**src/sv/dct_pkg.sv**
```systemverilog
package dct_pkg;

  // Request commands
  typedef enum logic [1:0] {
    CMD_INSERT = 2'd0,
    CMD_REMOVE = 2'd1,
    CMD_TICK   = 2'd2,
    CMD_QUERY  = 2'd3
  } cmd_e;

  // Completion status codes
  typedef enum logic [1:0] {
    ST_OK        = 2'd0,
    ST_FULL      = 2'd1,
    ST_NOT_FOUND = 2'd2
  } status_e;

  // One incoming request
  typedef struct packed {
    cmd_e        command;
    logic [7:0]  proc_id;
    logic [15:0] start_ticks;
  } req_t;

  // One outgoing response
  typedef struct packed {
    logic       ready_found;
    logic [7:0] ready_id;
    status_e    status;
    logic [4:0] entry_count;
  } rsp_t;

  // Commands from the controller to the datapath
  typedef struct packed {
    logic load;
    logic insert;
    logic search_step;
    logic mark;
    logic miss;
    logic shift_start;
    logic shift_step;
    logic tick_step;
    logic dec_occ;
    logic out_load;
  } ctrl_t;

  // Status from the datapath to the controller
  typedef struct packed {
    cmd_e cmd;
    logic empty;
    logic hit;
    logic hit_tail;
    logic miss;
    logic at_last;
  } stat_t;

endpackage

```
**src/sv/delay_countdown_table_core.sv**
```systemverilog
// Table of waiting processes, each with an id and a remaining tick count.
// Requests arrive on in_req_i under in_valid_i/in_ready_o: insert, remove,
// tick (every untaken positive count goes down by one) and ready query
// (newest expired untaken entry is returned and marked taken).
// Every request yields exactly one response on out_rsp_o under
// out_valid_o/out_ready_i, carrying the found flag, the id, a status and
// the number of entries held afterwards.
// One request is worked at a time. A remove, tick or query scans the entry
// memory one slot per cycle through its single read port, and a remove that
// must close a gap then moves each later entry down one slot. The next
// request is accepted in the cycle after the response is loaded.
// The response sits in an output register; a new request is taken while it
// waits, but the following response holds inside until the register frees.
// Reset empties the table at once; no clearing pass is needed.
module delay_countdown_table_core #(
  parameter int unsigned TABLE_DEPTH = 16,
  parameter int unsigned TICK_WIDTH  = 16
) (
  input  logic          clk_i,
  input  logic          rst_ni,
  input  logic          in_valid_i,
  output logic          in_ready_o,
  input  dct_pkg::req_t in_req_i,
  output logic          out_valid_o,
  input  logic          out_ready_i,
  output dct_pkg::rsp_t out_rsp_o
);

  dct_pkg::ctrl_t ctrl;
  dct_pkg::stat_t stat;

  // Sequencer.
  dct_ctrl u_ctrl (
    .clk_i       (clk_i),
    .rst_ni      (rst_ni),
    .in_valid_i  (in_valid_i),
    .in_ready_o  (in_ready_o),
    .out_valid_o (out_valid_o),
    .out_ready_i (out_ready_i),
    .stat_i      (stat),
    .ctrl_o      (ctrl)
  );

  // Entry memory, scan addressing and result registers.
  dct_datapath #(
    .TABLE_DEPTH (TABLE_DEPTH),
    .TICK_WIDTH  (TICK_WIDTH)
  ) u_datapath (
    .clk_i     (clk_i),
    .rst_ni    (rst_ni),
    .in_req_i  (in_req_i),
    .ctrl_i    (ctrl),
    .stat_o    (stat),
    .out_rsp_o (out_rsp_o)
  );

endmodule

```
**src/sv/dct_ram.sv**
```systemverilog
module dct_ram #(
  parameter int unsigned WIDTH = 8,
  parameter int unsigned DEPTH = 16
) (
  input  logic                     clk_i,
  input  logic                     we_i,
  input  logic [$clog2(DEPTH)-1:0] waddr_i,
  input  logic [WIDTH-1:0]         wdata_i,
  input  logic [$clog2(DEPTH)-1:0] raddr_i,
  output logic [WIDTH-1:0]         rdata_o
);

  logic [WIDTH-1:0] mem_q [DEPTH];
  logic [WIDTH-1:0] rdata_q;

  // One write port and one registered read port.
  always_ff @(posedge clk_i) begin
    if (we_i) begin
      mem_q[waddr_i] <= wdata_i;
    end
    rdata_q <= mem_q[raddr_i];
  end

  assign rdata_o = rdata_q;

endmodule

```
**src/sv/dct_datapath.sv**
```systemverilog
module dct_datapath #(
  parameter int unsigned TABLE_DEPTH = 16,
  parameter int unsigned TICK_WIDTH  = 16
) (
  input  logic          clk_i,
  input  logic          rst_ni,
  input  dct_pkg::req_t  in_req_i,
  input  dct_pkg::ctrl_t ctrl_i,
  output dct_pkg::stat_t stat_o,
  output dct_pkg::rsp_t  out_rsp_o
);

  localparam int unsigned IdxW = $clog2(TABLE_DEPTH);
  localparam int unsigned CntW = $clog2(TABLE_DEPTH + 1);
  localparam int unsigned EntW = TICK_WIDTH + 9;

  dct_pkg::cmd_e           cmd_q;
  logic [7:0]              pid_q;
  logic [TICK_WIDTH-1:0]   ticks_q;
  logic [CntW-1:0]         occ_q;
  logic [IdxW-1:0]         ra_q;
  logic [IdxW-1:0]         pa_q;
  logic                    pend_q;
  logic                    found_q;
  logic [7:0]              rid_q;
  dct_pkg::status_e        status_q;
  dct_pkg::rsp_t           out_q;

  logic                    we;
  logic [IdxW-1:0]         waddr;
  logic [EntW-1:0]         wdata;
  logic [EntW-1:0]         rd_data;
  logic [7:0]              r_id;
  logic [TICK_WIDTH-1:0]   r_ticks;
  logic                    r_taken;
  logic                    full;
  logic                    at_tail;
  logic                    ticks_zero;
  logic                    match;

  // Entry store: taken mark, remaining ticks and id in one word.
  dct_ram #(
    .WIDTH (EntW),
    .DEPTH (TABLE_DEPTH)
  ) u_ram (
    .clk_i   (clk_i),
    .we_i    (we),
    .waddr_i (waddr),
    .wdata_i (wdata),
    .raddr_i (ra_q),
    .rdata_o (rd_data)
  );

  // Fields of the entry read back for the slot in pa_q.
  assign r_id       = rd_data[7:0];
  assign r_ticks    = rd_data[8 +: TICK_WIDTH];
  assign r_taken    = rd_data[EntW-1];
  assign ticks_zero = (r_ticks == '0);
  assign full       = (occ_q == CntW'(TABLE_DEPTH));
  assign at_tail    = (CntW'(pa_q) == (occ_q - CntW'(1)));

  // Removal matches the id; a query wants an expired entry not yet taken.
  assign match = (cmd_q == dct_pkg::CMD_REMOVE) ? (r_id == pid_q)
                                                : (!r_taken && ticks_zero);

  always_comb begin
    stat_o.cmd      = cmd_q;
    stat_o.empty    = (occ_q == '0);
    stat_o.hit      = pend_q && match;
    stat_o.hit_tail = at_tail;
    stat_o.miss     = pend_q && !match && (pa_q == '0);
    stat_o.at_last  = pend_q && at_tail;
  end

  // Write port selection.
  always_comb begin
    we    = 1'b0;
    waddr = pa_q;
    wdata = rd_data;
    if (ctrl_i.insert) begin
      we    = !full;
      waddr = IdxW'(occ_q);
      wdata = {1'b0, ticks_q, pid_q};
    end else if (ctrl_i.mark) begin
      we    = 1'b1;
      waddr = pa_q;
      wdata = {1'b1, r_ticks, r_id};
    end else if (ctrl_i.shift_step) begin
      we    = pend_q;
      waddr = pa_q - IdxW'(1);
      wdata = rd_data;
    end else if (ctrl_i.tick_step) begin
      we    = pend_q && !r_taken && !ticks_zero;
      waddr = pa_q;
      wdata = {1'b0, r_ticks - TICK_WIDTH'(1), r_id};
    end
  end

  // Scan addresses: ra_q is the slot being read, pa_q the slot whose data
  // has arrived, pend_q says that data is valid.
  always_ff @(posedge clk_i or negedge rst_ni) begin
    if (!rst_ni) begin
      ra_q   <= '0;
      pa_q   <= '0;
      pend_q <= 1'b0;
      occ_q  <= '0;
    end else begin
      if (ctrl_i.load) begin
        ra_q   <= (in_req_i.command == dct_pkg::CMD_TICK) ? '0
                                                          : IdxW'(occ_q - CntW'(1));
        pend_q <= 1'b0;
      end else if (ctrl_i.shift_start) begin
        ra_q   <= pa_q + IdxW'(1);
        pend_q <= 1'b0;
      end else if (ctrl_i.search_step) begin
        pa_q   <= ra_q;
        ra_q   <= ra_q - IdxW'(1);
        pend_q <= 1'b1;
      end else if (ctrl_i.shift_step || ctrl_i.tick_step) begin
        pa_q   <= ra_q;
        ra_q   <= ra_q + IdxW'(1);
        pend_q <= 1'b1;
      end
      if (ctrl_i.insert && !full) begin
        occ_q <= occ_q + CntW'(1);
      end else if (ctrl_i.dec_occ) begin
        occ_q <= occ_q - CntW'(1);
      end
    end
  end

  // Request capture and result fields.
  always_ff @(posedge clk_i) begin
    if (ctrl_i.load) begin
      cmd_q    <= in_req_i.command;
      pid_q    <= in_req_i.proc_id;
      ticks_q  <= TICK_WIDTH'(in_req_i.start_ticks);
      found_q  <= 1'b0;
      rid_q    <= '0;
      status_q <= dct_pkg::ST_OK;
    end
    if (ctrl_i.insert && full) begin
      status_q <= dct_pkg::ST_FULL;
    end
    if (ctrl_i.miss) begin
      status_q <= dct_pkg::ST_NOT_FOUND;
    end
    if (ctrl_i.mark) begin
      found_q <= 1'b1;
      rid_q   <= r_id;
    end
    if (ctrl_i.out_load) begin
      out_q.ready_found <= found_q;
      out_q.ready_id    <= rid_q;
      out_q.status      <= status_q;
      out_q.entry_count <= 5'(occ_q);
    end
  end

  assign out_rsp_o = out_q;

endmodule

```
**src/sv/dct_ctrl.sv**
```systemverilog
module dct_ctrl (
  input  logic          clk_i,
  input  logic          rst_ni,
  input  logic          in_valid_i,
  output logic          in_ready_o,
  output logic          out_valid_o,
  input  logic          out_ready_i,
  input  dct_pkg::stat_t stat_i,
  output dct_pkg::ctrl_t ctrl_o
);

  localparam logic [2:0] S_IDLE     = 3'd0;
  localparam logic [2:0] S_DISPATCH = 3'd1;
  localparam logic [2:0] S_SEARCH   = 3'd2;
  localparam logic [2:0] S_SHIFT    = 3'd3;
  localparam logic [2:0] S_TICK     = 3'd4;
  localparam logic [2:0] S_DONE     = 3'd5;

  logic [2:0] state_q;
  logic [2:0] state_d;
  logic       out_valid_q;
  logic       out_valid_d;

  assign in_ready_o  = (state_q == S_IDLE);
  assign out_valid_o = out_valid_q;

  // Next state and datapath commands.
  always_comb begin
    state_d = state_q;
    ctrl_o  = '0;
    unique case (state_q)
      S_IDLE: begin
        if (in_valid_i) begin
          ctrl_o.load = 1'b1;
          state_d     = S_DISPATCH;
        end
      end
      S_DISPATCH: begin
        unique case (stat_i.cmd)
          dct_pkg::CMD_INSERT: begin
            ctrl_o.insert = 1'b1;
            state_d       = S_DONE;
          end
          dct_pkg::CMD_REMOVE: begin
            ctrl_o.miss = stat_i.empty;
            state_d     = stat_i.empty ? S_DONE : S_SEARCH;
          end
          dct_pkg::CMD_TICK: begin
            state_d = stat_i.empty ? S_DONE : S_TICK;
          end
          default: begin
            state_d = stat_i.empty ? S_DONE : S_SEARCH;
          end
        endcase
      end
      S_SEARCH: begin
        if (stat_i.hit) begin
          if (stat_i.cmd == dct_pkg::CMD_REMOVE) begin
            if (stat_i.hit_tail) begin
              ctrl_o.dec_occ = 1'b1;
              state_d        = S_DONE;
            end else begin
              ctrl_o.shift_start = 1'b1;
              state_d            = S_SHIFT;
            end
          end else begin
            ctrl_o.mark = 1'b1;
            state_d     = S_DONE;
          end
        end else if (stat_i.miss) begin
          ctrl_o.miss = (stat_i.cmd == dct_pkg::CMD_REMOVE);
          state_d     = S_DONE;
        end else begin
          ctrl_o.search_step = 1'b1;
        end
      end
      S_SHIFT: begin
        ctrl_o.shift_step = 1'b1;
        if (stat_i.at_last) begin
          ctrl_o.dec_occ = 1'b1;
          state_d        = S_DONE;
        end
      end
      S_TICK: begin
        ctrl_o.tick_step = 1'b1;
        if (stat_i.at_last) begin
          state_d = S_DONE;
        end
      end
      S_DONE: begin
        if (!out_valid_q || out_ready_i) begin
          ctrl_o.out_load = 1'b1;
          state_d         = S_IDLE;
        end
      end
      default: begin
        state_d = S_IDLE;
      end
    endcase
  end

  // The output register is full until the response is taken.
  assign out_valid_d = ctrl_o.out_load || (out_valid_q && !out_ready_i);

  always_ff @(posedge clk_i or negedge rst_ni) begin
    if (!rst_ni) begin
      state_q     <= S_IDLE;
      out_valid_q <= 1'b0;
    end else begin
      state_q     <= state_d;
      out_valid_q <= out_valid_d;
    end
  end

endmodule

```
**config.mk**
```make
export PLATFORM = sky130hd
export DESIGN_NAME = delay_countdown_table_core
export DESIGN_NICKNAME = d
export VERILOG_FILES = /design/src/sv/dct_pkg.sv /design/src/sv/delay_countdown_table_core.sv /design/src/sv/dct_ram.sv /design/src/sv/dct_datapath.sv /design/src/sv/dct_ctrl.sv
export SDC_FILE = /design/constraint.sdc
export NUM_CORES = 1
export LEC_CHECK = 0
export BUFFER_PORTS_ARGS = -buffer_cell sky130_fd_sc_hd__buf_2
export CORE_UTILIZATION = 30
export CTS_BUF_LIST = sky130_fd_sc_hd__clkbuf_8
export CTS_CLUSTER_DIAMETER = 50
export DETAILED_ROUTE_END_ITERATION = 10
export GPL_ROUTABILITY_DRIVEN = 0
export SLEW_MARGIN = 15
export SYNTH_ARGS = -nofsm -noshare
export SYNTH_HDL_FRONTEND = slang
export SYNTH_HIERARCHICAL = 1
export SYNTH_SLANG_ARGS = --single-unit
```
**constraint.sdc**
```tcl
create_clock -name clk_i -period 9.6 [get_ports clk_i]
set_input_delay 0.48 -clock clk_i [delete_from_list [all_inputs] [get_ports clk_i]]
set_output_delay 0.48 -clock clk_i [all_outputs]
set_load 0.03 [all_outputs]
```
==> key figures <==
Synthesis
  • Syn Std Cell Area: 19620 µm²
  • Flops & latches, synth: 496
  • Asr flop ratio synth: 3.629%
  • Largest family of logic cells by synthesized area: multiplexers
  • Synth warnings: 6
  • Synth area leader: edfxtp_1
  • Seq/Total Area, Yosys: 74.04%
  • Post-synth top area share: 68.88%
  • Top-count cell post-synth: edfxtp_1
  • Largest cells by area after synthesis: edfxtp_1 (69%), mux4_2 (11%), dfxtp_1 (2.9%)
  • Simple-gate share of the synthesized area: 5.613%
  • Synth Area in Compound Gates: 4.076%
  • Adder-Cell Fraction of Synth Area: 0.6761%
  • Post-synth EDFFs: 450
  • Post-Synth XOR/XNOR Area: 1.429%
  • Synth Instances: 1035
  • Most frequent cells after synthesis: edfxtp_1 (450), mux4_2 (100), nand2_1 (57)
  • Syn Nets: 1075
  • Synth Flop Type: edfxtp_1
  • Portion of netlist area occupied by mux cells: 12.42%
  • Syn Area/Cell: 18.95 µm²
  • Distinct cells, synth: 71

Floorplanning
  • Boundary Pins: 48
  • Initial Utilization: 30.38%
  • Rows: 93
  • Die area: 66420 µm²
  • Die H: 257.7 µm
  • Core area: 64580 µm²
  • Die X: 257.7 µm

Timing
  • Slew @ Worst Pin: 1.184 ns
  • Max Clk Rate: 193.7 MHz
  • Max transition margin: 20.54%
  • Worst setup slack after layout: 4.439 ns
  • Final worst path period need: 5.161 ns
  • # setup viols final: 0
  • Count of pins over their slew limit: 0
  • Tcrit/Tclk final: 53.76%
  • Final hold viol count: 0
  • Clock skew after layout: 0.03094 ns
  • Setup TNS: 0 ns
  • RSZ-0062 raised after global routing: no

Setup path
  • Setup crit start: u_datapath/u_ram/rdata_o[8]$_DFF_P_
  • Worst Setup Start Kind: flip-flop
  • Arrival time at the worst endpoint: 5.39 ns
  • CP required: 9.83 ns
  • CP Max Fanout: 25
  • RR Startpoint: u_datapath/u_ram/rdata_o[8]$_DFF_P_
  • Type of the worst setup path: flip-flop to flip-flop
  • CP endpoint kind: flip-flop

Clocking
  • Register clock-pin slew on the reported worst setup and hold paths: 0.07 ns
  • CTS root buf: clkbuf_8
  • CTS tree: done
  • Clk sinks: 496
  • Clock buffer count from CTS: 81
  • Clk_lat worst skew: 0.64 ns
  • CTS resizes: 0
  • H-tree depth: 3
  • Max clock buf depth: 3

Layout
  • Area Overhead vs Synth: 15.50%
  • Finished Core Util: 35.08%
  • Proportion of layout cells with a drive suffix above 1: 26.26%
  • Nets: 1188
  • Fill cells: 6023
  • Ant. Diodes: 0

Place
  • IO Port Bufs: 47
  • Hpwl dp: 25830 µm
  • Pre-CTS WS: 4.568 ns

Drt
  • Antenna viol nets, final: 0
  • DRC: 0
  • Drt pass-1 iters: 5
  • Vias: 10180
  • Starting DRC count in detailed routing: 816
  • Final wirelength: 44390 µm
  • Wire per inst: 21.49 µm
  • Vias per cell: 4.925

Global route
  • Initial antenna violation count: 1
  • Pin count of the biggest net entering global routing: 54
  • Gr ovfl total: 0
  • Vias in the first global route: 10410
  • First-pass GRT wire length: 66450 µm
  • Global Route Usage Sum: 13.45%

Flow run
  • Max Cap Viol: 0

Worst hold path
  • Hold Path Origin: in_req_i[17]
  • Hold crit path type: primary input to flip-flop

Outcome
  • Outcome: complete, no violations

Power and ir drop
  • PwrDens: 313.5 nW/µm²
  • Static Leak: 7.404 nW
  • VDD IR-drop max: 185.5 µV
  • Overall power: 7.104 mW
==> layout make-up <==
cell class,instances,area [µm²],share of cell area [%]
flip-flops and latches,496,14530,64.13
multi-input cells,471,4898,21.62
clock buffers,93,1280,5.649
well taps,855,1070,4.721
repair buffers,82,540.5,2.386
clock inverters,53,275.3,1.215
inverters,16,62.56,0.2761
==> registers in the layout, indices dropped and copies added (netlist names) <==
signal	count
u_datapath/u_ram/mem_q	400
u_datapath/u_ram/rdata_o	25
u_datapath/out_rsp_o	16
u_datapath/ticks_q	16
u_datapath/pid_q	8
u_datapath/rid_q	8
u_datapath/occ_q	5
u_datapath/pa_q	4
u_datapath/ra_q	4
u_ctrl/state_q	3
u_datapath/cmd_q	2
u_datapath/status_q	2
u_ctrl/out_valid_o	1
u_datapath/found_q	1
u_datapath/pend_q	1
==> report_power, final <==
part	total [mW]	switching [mW]	internal, mW
Sequential	3.26	0.258	3.00
Clock	1.75	0.837	0.917
Combinational	2.09	1.32	0.767
Total	7.10	2.42	4.68
==> metrics by stage <==
stage,instances,instance area [µm²],hold WS (ns)
3_3_place_gp,1903,20910,0.4069
4_1_cts,2066,22630,0.004300
5_1_grt,2066,22660,0.005694
3_5_place_dp,1903,20910,0.4093
2_1_floorplan,1035,19620,0.1844
6_report,2066,22660,0.04722
==> cell usage in the layout (no fill, tap or decap), types with 4 or more instances in the layout <==
| cell type | count |
|---|---|
| inv_1 | 38 |
| nor3b_1 | 4 |
| mux4_2 | 100 |
| dlygate4sd3_1 | 17 |
| dfrtp_1 | 16 |
| nor4_1 | 7 |
| buf_2 | 47 |
| a31oi_1 | 4 |
| nand2b_1 | 9 |
| nand3_1 | 6 |
| mux2_1 | 10 |
| nor2_1 | 19 |
| edfxtp_1 | 450 |
| nor3_2 | 5 |
| o21ai_1 | 16 |
| dfxtp_1 | 28 |
| nand2_1 | 57 |
| nor2_4 | 12 |
| xor2_1 | 19 |
| and3_1 | 5 |
| nor2b_1 | 7 |
| and2_1 | 11 |
| a22oi_1 | 51 |
| a21oi_1 | 10 |
| xnor2_1 | 13 |
| buf_4 | 18 |
| or3_1 | 6 |
| o21ai_2 | 4 |
| o21ai_0 | 4 |
| clkinv_1 | 13 |
| nand4_1 | 7 |
| nand3b_1 | 4 |
| ha_1 | 9 |
| mux2i_1 | 6 |
| clkbuf_8 | 93 |
| clkinv_2 | 9 |
| nor3_1 | 12 |
==> worst paths after layout <==
check / to / slack (ns) / cells past startpoint
max: u_datapath/u_ram/mem_q[10][22]$_DFFE_PP_ / 4.44 / 12
min: u_datapath/pid_q[1]$_DFFE_PP_ / 0.05 / 1
max reg2reg: u_datapath/u_ram/mem_q[10][22]$_DFFE_PP_ / 4.44 / 12
min reg2reg: u_datapath/out_rsp_o[10]$_DFFE_PP_ / 0.42 / 0
max in group asynchronous: u_datapath/ra_q[0]$_DFFE_PN0P_ / 8.92 / 2
min in group asynchronous: u_datapath/occ_q[2]$_DFFE_PN0P_ / 0.33 / 2
==> metal layers <==
layer,GRT usage (%),vias up,part of all wire (%)
li1,-,4428,-
met1,18.75,5294,44
met2,20.77,376,46
met3,3.180,77,7.3
met4,4.158,0,2.0
met5,0,-,0
==> cells by family (layout without fill, tap and decap cells) <==
logic type / Yosys count / after routing
DFF: 496 / 496
and+or+nand+nor: 197 / 197
adders and majority gates: 10 / 10
xor gates and xnor gates: 32 / 32
buffers and inverters: 68 / 244
AOI/OAI and AO/OA: 115 / 115
muxes: 117 / 117
==> critical path: stages (launching register included) <==
cell      delay (ns)
dfxtp_1         0.35
inv_1           0.07
ha_1            0.20
nor2b_1         0.27
nand2b_1        0.08
or4_1           0.50
a21boi_1        0.37
and3_1          0.64
nand2b_1        0.26
a21oi_1         0.09
o21ai_1         0.51
nand2b_1        0.40
nor2_4          0.99
==> timing repair <==
| item | 4_1_cts | 5_1_grt |
|---|---|---|
| hold endpoints to repair | 34 | 0 |
| buffers inserted | 0 | 0 |
| hold buffers | 17 | 0 |
Note: power is estimated with default switching activity, not from simulation.
